--- config.mk ---
export PLATFORM = sky130hd
export DESIGN_NAME = elevator_disk_scheduler
export DESIGN_NICKNAME = d
export VERILOG_FILES = /design/src/eds_pkg.sv /design/src/eds_ram.sv /design/src/elevator_disk_scheduler.sv
export SDC_FILE = /design/constraint.sdc
export NUM_CORES = 1
export LEC_CHECK = 0
export BUFFER_PORTS_ARGS = -buffer_cell sky130_fd_sc_hd__clkbuf_2
export CORE_UTILIZATION = 31
export CTS_CLUSTER_DIAMETER = 100
export DETAILED_ROUTE_END_ITERATION = 10
export SLEW_MARGIN = 20
export SYNTH_ARGS = -nofsm -noshare
export SYNTH_HDL_FRONTEND = slang
export SYNTH_HIERARCHICAL = 1
export SYNTH_SLANG_ARGS = --single-unit
--- constraint.sdc ---
create_clock -name clk -period 8.6 [get_ports clk]
set_input_delay 1.72 -clock clk [delete_from_list [all_inputs] [get_ports clk]]
set_output_delay 1.72 -clock clk [all_outputs]
set_load 0.03 [all_outputs]
--- src/eds_pkg.sv ---
// ----------------------------------------------------------------------------
// eds_pkg
// Shared types and constants of the elevator disk scheduler: request and
// result payloads, configuration register indexes and sweep policies.
// ----------------------------------------------------------------------------
package eds_pkg;

  localparam int CYL_W       = 16;
  localparam int SEEK_W      = 22;
  localparam int MAX_REQ_DEF = 32;
  localparam int CFG_IDX_W   = 2;
  localparam int CFG_DATA_W  = 16;

  localparam logic [SEEK_W-1:0] SEEK_MAX   = 22'h3F_FFFF;
  localparam logic [CYL_W-1:0]  MAXC_RESET = 16'hFFFF;

  // configuration register indexes
  localparam logic [CFG_IDX_W-1:0] CFG_MODE       = 2'd0;
  localparam logic [CFG_IDX_W-1:0] CFG_START_HEAD = 2'd1;
  localparam logic [CFG_IDX_W-1:0] CFG_MAX_CYL    = 2'd2;

  typedef enum logic [1:0] {
    MODE_SCAN  = 2'd0,
    MODE_CSCAN = 2'd1,
    MODE_LOOK  = 2'd2,
    MODE_CLOOK = 2'd3
  } mode_t;

  typedef struct packed {
    logic [CYL_W-1:0] request_cylinder;
    logic             is_last;
  } in_req_t;

  typedef struct packed {
    logic [CYL_W-1:0]  cylinder;
    logic [SEEK_W-1:0] total_seek;
    logic              overflowed;
    logic              end_of_run;
  } out_res_t;

endpackage

--- src/eds_ram.sv ---
// ----------------------------------------------------------------------------
// eds_ram
// Generic single write port, single read port RAM with registered read data.
// ----------------------------------------------------------------------------
module eds_ram #(
  parameter int WIDTH = 16,
  parameter int DEPTH = 32
) (
  input  logic                     clk,
  input  logic                     we,
  input  logic [$clog2(DEPTH)-1:0] waddr,
  input  logic [WIDTH-1:0]         wdata,
  input  logic                     re,
  input  logic [$clog2(DEPTH)-1:0] raddr,
  output logic [WIDTH-1:0]         rdata
);

  logic [WIDTH-1:0] mem [DEPTH];

  always_ff @(posedge clk) begin
    if (we) begin
      mem[waddr] <= wdata;
    end
    if (re) begin
      rdata <= mem[raddr];
    end
  end

endmodule

--- src/elevator_disk_scheduler.sv ---
// ----------------------------------------------------------------------------
// elevator_disk_scheduler
// Collects a batch of cylinder requests into a sorted RAM by insertion, then
// emits the SCAN / C-SCAN / LOOK / C-LOOK visiting order with running seek.
// ----------------------------------------------------------------------------
// Insert: a request walks down from the top stored entry, shifting each larger
//   entry up one slot through the single RAM write port, then fills the gap.
// Emit: two passes over the stored entries, each read and checked in turn;
//   a result waits while out_stall is high.
// in_stall is high from acceptance until the store (and any emission) is done.
// Reset is synchronous; RAM contents stay undefined, no clearing pass.
module elevator_disk_scheduler #(
  parameter int MAX_REQUESTS = eds_pkg::MAX_REQ_DEF
) (
  input  logic                           clk,
  input  logic                           rst_n,
  input  logic                           in_valid,
  output logic                           in_stall,
  input  eds_pkg::in_req_t               in_data,
  output logic                           out_valid,
  input  logic                           out_stall,
  output eds_pkg::out_res_t              out_data,
  input  logic                           cfg_valid,
  output logic                           cfg_ready,
  input  logic [eds_pkg::CFG_IDX_W-1:0]  cfg_index,
  input  logic [eds_pkg::CFG_DATA_W-1:0] cfg_data
);

  localparam int IDX_W = $clog2(MAX_REQUESTS);
  localparam int CNT_W = $clog2(MAX_REQUESTS + 1);
  localparam int CYL_W = eds_pkg::CYL_W;
  localparam int SEEK_W = eds_pkg::SEEK_W;
  localparam logic [CNT_W-1:0] MAX_CNT = CNT_W'(MAX_REQUESTS);
  localparam logic [CNT_W-1:0] CNT_ONE = CNT_W'(1);
  localparam logic [IDX_W-1:0] IDX_ONE = IDX_W'(1);
  localparam logic [IDX_W-1:0] IDX_TWO = IDX_W'(2);

  typedef enum logic [3:0] {
    S_LOAD, S_INS_CMP, S_INS_PUT, S_BEGIN, S_HEAD, S_RD, S_CHK,
    S_MAX, S_JUMP, S_ZERO, S_FLUSH
  } state_t;

  typedef enum logic [1:0] {
    SC_UP_GE, SC_DOWN_LT, SC_UP_LT
  } scan_t;

  state_t                state_r, state_nxt;
  scan_t                 kind_r, kind_nxt;
  logic [IDX_W-1:0]      idx_r, idx_nxt;
  logic [CNT_W-1:0]      cnt_r, cnt_nxt;
  logic [CYL_W-1:0]      cyl_r, cyl_nxt;
  logic                  last_r, last_nxt;
  logic                  drop_r, drop_nxt;
  logic [CYL_W-1:0]      pos_r, pos_nxt;
  logic [SEEK_W-1:0]     seek_r, seek_nxt;
  logic                  pend_valid_r, pend_valid_nxt;
  logic [CYL_W-1:0]      pend_cyl_r, pend_cyl_nxt;
  logic [SEEK_W-1:0]     pend_seek_r, pend_seek_nxt;
  logic                  out_valid_r, out_valid_nxt;
  eds_pkg::out_res_t     out_r, out_nxt;
  eds_pkg::mode_t        mode_r;
  logic [CYL_W-1:0]      head_r;
  logic [CYL_W-1:0]      maxc_r;

  logic                  ram_we, ram_re;
  logic [IDX_W-1:0]      ram_waddr, ram_raddr;
  logic [CYL_W-1:0]      ram_wdata, rd_data;

  logic                  slot_free, qual, visit, last_elem;
  logic [CYL_W-1:0]      visit_cyl, abs_diff, add_op;
  logic [SEEK_W:0]       sum_wide;
  logic [SEEK_W-1:0]     sum_sat;
  logic [CNT_W-1:0]      cnt_m1;
  state_t                end_state;
  scan_t                 end_kind;
  logic [IDX_W-1:0]      end_idx;

  eds_ram #(.WIDTH(CYL_W), .DEPTH(MAX_REQUESTS)) u_ram (
    .clk   (clk),
    .we    (ram_we),
    .waddr (ram_waddr),
    .wdata (ram_wdata),
    .re    (ram_re),
    .raddr (ram_raddr),
    .rdata (rd_data)
  );

  assign in_stall  = (state_r != S_LOAD);
  assign cfg_ready = 1'b1;
  assign out_valid = out_valid_r;
  assign out_data  = out_r;
  assign slot_free = !out_valid_r || !out_stall;
  assign cnt_m1    = cnt_r - CNT_ONE;

  // shared seek unit: absolute move plus saturating accumulate
  always_comb begin
    case (state_r)
      S_HEAD:  visit_cyl = head_r;
      S_MAX:   visit_cyl = maxc_r;
      S_ZERO:  visit_cyl = '0;
      default: visit_cyl = rd_data;
    endcase
    abs_diff = (visit_cyl >= pos_r) ? (visit_cyl - pos_r) : (pos_r - visit_cyl);
    add_op   = (state_r == S_JUMP) ? maxc_r : abs_diff;
    sum_wide = {1'b0, seek_r} + (SEEK_W + 1)'(add_op);
    sum_sat  = (sum_wide > (SEEK_W + 1)'(eds_pkg::SEEK_MAX)) ? eds_pkg::SEEK_MAX
                                                           : sum_wide[SEEK_W-1:0];
  end

  assign qual = (kind_r == SC_UP_GE) ? (rd_data >= head_r) : (rd_data < head_r);

  always_comb begin
    if (kind_r == SC_DOWN_LT) begin
      last_elem = (idx_r == '0);
    end else begin
      last_elem = (CNT_W'(idx_r) == cnt_m1);
    end
  end

  // where to go once the current pass over the store is done
  always_comb begin
    end_state = S_FLUSH;
    end_kind  = kind_r;
    end_idx   = idx_r;
    if (kind_r == SC_UP_GE) begin
      case (mode_r)
        eds_pkg::MODE_SCAN, eds_pkg::MODE_CSCAN: begin
          end_state = S_MAX;
        end
        eds_pkg::MODE_LOOK: begin
          end_state = S_RD;
          end_kind  = SC_DOWN_LT;
          end_idx   = cnt_m1[IDX_W-1:0];
        end
        default: begin
          end_state = S_RD;
          end_kind  = SC_UP_LT;
          end_idx   = '0;
        end
      endcase
    end
  end

  always_comb begin
    state_nxt      = state_r;
    kind_nxt       = kind_r;
    idx_nxt        = idx_r;
    cnt_nxt        = cnt_r;
    cyl_nxt        = cyl_r;
    last_nxt       = last_r;
    drop_nxt       = drop_r;
    pos_nxt        = pos_r;
    seek_nxt       = seek_r;
    pend_valid_nxt = pend_valid_r;
    pend_cyl_nxt   = pend_cyl_r;
    pend_seek_nxt  = pend_seek_r;
    out_valid_nxt  = out_valid_r && out_stall;
    out_nxt        = out_r;
    ram_we         = 1'b0;
    ram_waddr      = idx_r;
    ram_wdata      = cyl_r;
    ram_re         = 1'b0;
    ram_raddr      = idx_r;
    visit          = 1'b0;

    case (state_r)
      S_LOAD: begin
        if (in_valid) begin
          cyl_nxt  = in_data.request_cylinder;
          last_nxt = in_data.is_last;
          if (cnt_r >= MAX_CNT) begin
            // store full: drop the request
            drop_nxt = 1'b1;
            if (in_data.is_last) begin
              state_nxt = S_BEGIN;
            end
          end else if (cnt_r == '0) begin
            idx_nxt   = '0;
            state_nxt = S_INS_PUT;
          end else begin
            idx_nxt   = cnt_r[IDX_W-1:0];
            ram_re    = 1'b1;
            ram_raddr = cnt_m1[IDX_W-1:0];
            state_nxt = S_INS_CMP;
          end
        end
      end
      S_INS_CMP: begin
        ram_we    = 1'b1;
        ram_waddr = idx_r;
        if (rd_data > cyl_r) begin
          // shift the larger entry up one slot and keep walking down
          ram_wdata = rd_data;
          idx_nxt   = idx_r - IDX_ONE;
          if (idx_r == IDX_ONE) begin
            state_nxt = S_INS_PUT;
          end else begin
            ram_re    = 1'b1;
            ram_raddr = idx_r - IDX_TWO;
          end
        end else begin
          ram_wdata = cyl_r;
          cnt_nxt   = cnt_r + CNT_ONE;
          state_nxt = last_r ? S_BEGIN : S_LOAD;
        end
      end
      S_INS_PUT: begin
        ram_we    = 1'b1;
        ram_waddr = idx_r;
        ram_wdata = cyl_r;
        cnt_nxt   = cnt_r + CNT_ONE;
        state_nxt = last_r ? S_BEGIN : S_LOAD;
      end
      S_BEGIN: begin
        pos_nxt   = head_r;
        seek_nxt  = '0;
        state_nxt = S_HEAD;
      end
      S_HEAD: begin
        if (slot_free) begin
          visit     = 1'b1;
          kind_nxt  = SC_UP_GE;
          idx_nxt   = '0;
          state_nxt = S_RD;
        end
      end
      S_RD: begin
        if (cnt_r == '0) begin
          state_nxt = end_state;
          kind_nxt  = end_kind;
          idx_nxt   = end_idx;
        end else begin
          ram_re    = 1'b1;
          ram_raddr = idx_r;
          state_nxt = S_CHK;
        end
      end
      S_CHK: begin
        if (!qual || slot_free) begin
          visit = qual;
          if (last_elem) begin
            state_nxt = end_state;
            kind_nxt  = end_kind;
            idx_nxt   = end_idx;
          end else begin
            idx_nxt   = (kind_r == SC_DOWN_LT) ? (idx_r - IDX_ONE) : (idx_r + IDX_ONE);
            state_nxt = S_RD;
          end
        end
      end
      S_MAX: begin
        if (slot_free) begin
          visit = 1'b1;
          if (mode_r == eds_pkg::MODE_CSCAN) begin
            state_nxt = S_JUMP;
          end else begin
            kind_nxt  = SC_DOWN_LT;
            idx_nxt   = cnt_m1[IDX_W-1:0];
            state_nxt = S_RD;
          end
        end
      end
      S_JUMP: begin
        // wrap-around jump back to cylinder 0 counts the full span
        seek_nxt  = sum_sat;
        pos_nxt   = '0;
        state_nxt = S_ZERO;
      end
      S_ZERO: begin
        if (slot_free) begin
          visit     = 1'b1;
          kind_nxt  = SC_UP_LT;
          idx_nxt   = '0;
          state_nxt = S_RD;
        end
      end
      S_FLUSH: begin
        if (slot_free) begin
          out_valid_nxt       = 1'b1;
          out_nxt.cylinder    = pend_cyl_r;
          out_nxt.total_seek  = pend_seek_r;
          out_nxt.overflowed  = drop_r;
          out_nxt.end_of_run  = 1'b1;
          cnt_nxt             = '0;
          drop_nxt            = 1'b0;
          pend_valid_nxt      = 1'b0;
          pos_nxt             = '0;
          seek_nxt            = '0;
          state_nxt           = S_LOAD;
        end
      end
      default: begin
        state_nxt = S_LOAD;
      end
    endcase

    // hold each visit back one step so the final one can carry end_of_run
    if (visit) begin
      pos_nxt        = visit_cyl;
      seek_nxt       = sum_sat;
      pend_valid_nxt = 1'b1;
      pend_cyl_nxt   = visit_cyl;
      pend_seek_nxt  = sum_sat;
      if (pend_valid_r) begin
        out_valid_nxt      = 1'b1;
        out_nxt.cylinder   = pend_cyl_r;
        out_nxt.total_seek = pend_seek_r;
        out_nxt.overflowed = drop_r;
        out_nxt.end_of_run = 1'b0;
      end
    end
  end

  always_ff @(posedge clk) begin
    if (!rst_n) begin
      state_r      <= S_LOAD;
      kind_r       <= SC_UP_GE;
      idx_r        <= '0;
      cnt_r        <= '0;
      last_r       <= 1'b0;
      drop_r       <= 1'b0;
      pos_r        <= '0;
      seek_r       <= '0;
      pend_valid_r <= 1'b0;
      out_valid_r  <= 1'b0;
      mode_r       <= eds_pkg::MODE_SCAN;
      head_r       <= '0;
      maxc_r       <= eds_pkg::MAXC_RESET;
    end else begin
      state_r      <= state_nxt;
      kind_r       <= kind_nxt;
      idx_r        <= idx_nxt;
      cnt_r        <= cnt_nxt;
      last_r       <= last_nxt;
      drop_r       <= drop_nxt;
      pos_r        <= pos_nxt;
      seek_r       <= seek_nxt;
      pend_valid_r <= pend_valid_nxt;
      out_valid_r  <= out_valid_nxt;
      if (cfg_valid) begin
        case (cfg_index)
          eds_pkg::CFG_MODE:       mode_r <= eds_pkg::mode_t'(cfg_data[1:0]);
          eds_pkg::CFG_START_HEAD: head_r <= cfg_data[CYL_W-1:0];
          eds_pkg::CFG_MAX_CYL:    maxc_r <= cfg_data[CYL_W-1:0];
          default: begin
          end
        endcase
      end
    end
    cyl_r       <= cyl_nxt;
    pend_cyl_r  <= pend_cyl_nxt;
    pend_seek_r <= pend_seek_nxt;
    out_r       <= out_nxt;
  end

endmodule

==> reports/results.txt <==
status: finished, final reports clean
synth top area cells: edfxtp_1 54%, mux2i_1 8.2%, dfxtp_1 8.2%, ha_1 3.5%, nand2_1 2.4%
reg2reg end: seek_r[10]
DRC errors left: 0
largest net degree at the start of global routing: 96
via count: 20896
share of layout cells above drive strength 1: 13.74%
GR Overflow Total: 0
Synth top area share: 53.82%
CP required: 9090 ps
first-pass GRT wire length: 127700 um
remaining antenna violation count after routing: 0
leakage: 12.66 nW
Min-Delay Startpoint: pos_r[15]
ys async rst share: 0%
worst hold endpoint: pos_r[15]
Vias/cell: 5.176
RSZ-0062 raised after global routing: no
Core Area: 103600 um^2
Synth Cell Area: 32470 um^2
clk_lat worst skew: 640 ps
CP arrival: 8290 ps
Die Area: 106100 um^2
Slew Limit Fails: 0
Cell variety after synth: 91
Mapped Nets: 2634
Resize count post-CTS: 0
die height: 325.7 um
Post-CTS Setup Repair Bufs: 0
hold_buf cts: 0
crit path capture type: flip-flop
final setup violating endpoints: 0
Inserted Clock Buffers: 73
Final Cycle Share: 90.75%
Reg-to-Reg Start: state_r[2]
DR WL/cell: 21.28 um
final critical-path required period: 7805 ps
drt pass-1 iters: 6
Syn Area/Cell: 12.99 um^2
critical setup path kind: reg -> reg
Max Cap Violations: 0
yosys warns: 6
CP Launch Type: flip-flop
commonest non-fill, non-tap cell in the layout: edfxtp_1
worst slew pin tran: 1067 ps
PortBufs: 81
DR iter-0 viols: 1836
Max clock buf depth: 3
Layout Utilization: 35.60%
hold depth: 2
number of global-route vias before repair: 20234
most frequent cells in the layout: 582 x edfxtp_1, 267 x mux2i_1, 211 x nand2_1
final hold vios: 0
clock-pin slew on the worst setup and hold paths: 60 ps
fillers: 10112
Max Fclk: 128.1 MHz
Initial Utilization: 31.33%
clock sink count: 715
H-tree Lvls: 3
Max IR drop VDD: 0.3724 mV
sequential cell area fraction in the yosys report: 62.02%
final RePlAce weighted congestion: 0.8791
Final Skew: 28.16 ps
most area-hungry cell type in the Yosys netlist: edfxtp_1
Routed WL: 85900 um
#FFs+latches synth: 715
worst hold path class: reg -> reg
pwr/cell area: 412.8 nW/um^2
GRT Total Usage: 15.80%
DIE WIDTH: 325.7 um
flop2flop setup slack: 800 ps
post-synthesis cell count: 2500
I/O pins: 83
nets@finish: 2730
CTS tree: yes
Synth-to-Final Area Change: 13.64%
half-perimeter wire length after placement: 54750 um
initial antenna violation count: 1
standard-cell rows: 118
root buffer cell: clkbuf_16
Main synth FF type: edfxtp_1
relative slew slack: 28.70%
Post-synth EDFFs: 582
Reg2Reg Depth: 25
setup tns final: 0 ps
CP max FO: 18
## cell type report
class | count | area (um^2) | share of cell area [%]
sequential | 715 | 20140 | 54.58
timing repair buffer | 164 | 1054 | 2.855
multi-input combinational | 1558 | 11240 | 30.45
antenna | 1 | 2.502 | 0.006781
tap | 1380 | 1727 | 4.679
inverter | 84 | 315.3 | 0.8544
clock buffer | 93 | 1964 | 5.323
clock inverter | 42 | 462.9 | 1.255
## power by group
group / internal (mW) / switching, mW / leakage (nW)
Combinational: 2.55 / 4.65 / 5.15
Clock: 1.85 / 1.36 / 1.18
Sequential: 4.56 / 0.255 / 6.34
Total: 8.96 / 6.27 / 12.7
## per-stage QoR
step | area (um^2) | power, mW | hold slack [ps] | std cells | setup WS, ps
finish | 36900 | 15.23 | 462.5 | 4037 | 795.4
global route | 36900 | 16.09 | 482.7 | 4036 | 397.8
CTS | 36890 | 15.30 | 468.2 | 4036 | 901.6
detailed placement | 34460 | 12.07 | 460.1 | 3901 | 911.2
global placement | 34460 | 12.02 | 445.1 | 3901 | 998.2
floorplan | 32470 | 10.01 | 436.1 | 2500 | 2398
## registers in the layout, indices dropped and copies added (netlist names), 4 cells and up
signal and flops:
cyl_r 16, state_r 4, head_r 16, out_data 40, pend_cyl_r 16, maxc_r 16, pos_r 16, u_ram/mem 512
idx_r 5, pend_seek_r 22, u_ram/rdata 16, seek_r 22, cnt_r 6
## worst max-delay path, cell delays in order (launching register included)
cell and delay [ps]:
dfxtp_1 760, inv_1 230, nor2_1 320, a2bb2oi_2 270
a222oi_1 610, inv_1 130, ha_1 460, a21oi_1 250
o21ai_1 120, a211o_1 280, a221oi_1 260, buf_4 230
and2_1 380, mux2_2 400, a2111o_1 380, and3_1 150
ha_1 200, a211o_1 280, or3b_1 390, a311o_1 340
a31oi_2 230, or3_1 360, buf_4 250, o21ai_0 120
a22oi_1 180, nor2_1 60
## metal layers
layer,vias to the layer above,track usage (%),share of wire (%)
met3,143,2.284,5.7
met2,669,25.38,46
li1,9733,-,-
met5,-,0,0
met4,0,5.542,3.3
met1,10351,21.70,45
## Yosys cell counts, types with 26 or more instances
cell	number
nor2_1	111
a22oi_1	86
nand3_1	78
buf_2	41
mux2_2	43
nor3_1	38
inv_1	83
o21ai_0	82
ha_1	91
a22o_1	33
dfxtp_1	133
nand2_1	211
a31oi_1	26
mux2i_1	267
nand4_1	29
a21oi_1	136
clkbuf_1	54
xnor2_1	26
edfxtp_1	582
## logic make-up after synthesis
group	after synthesis	synth area share [%]
multiplexers	311	9.756
buffers and inverters	227	3.718
other	1	0.01155
adder cells (fa/ha/maj)	94	3.691
flip-flops	715	62.02
AND/OR/NAND/NOR	573	8.346
AO/OA/AOI/OAI	537	11.33
XOR/XNOR	42	1.133
## worst max-delay path by stage
stage / depth (start not counted) / endpoint / slack (ps) / startpoint
2_1_floorplan: 27 / seek_r[19] / 2400 / state_r[2]
3_3_place_gp: 25 / seek_r[15] / 1000 / state_r[2]
3_5_place_dp: 25 / seek_r[10] / 910 / state_r[2]
4_1_cts: 25 / seek_r[15] / 900 / state_r[2]
5_1_grt: 25 / seek_r[10] / 400 / state_r[2]
6_report: 25 / seek_r[10] / 800 / state_r[2]
No activity file was read; power rests on OpenSTA's default activity.
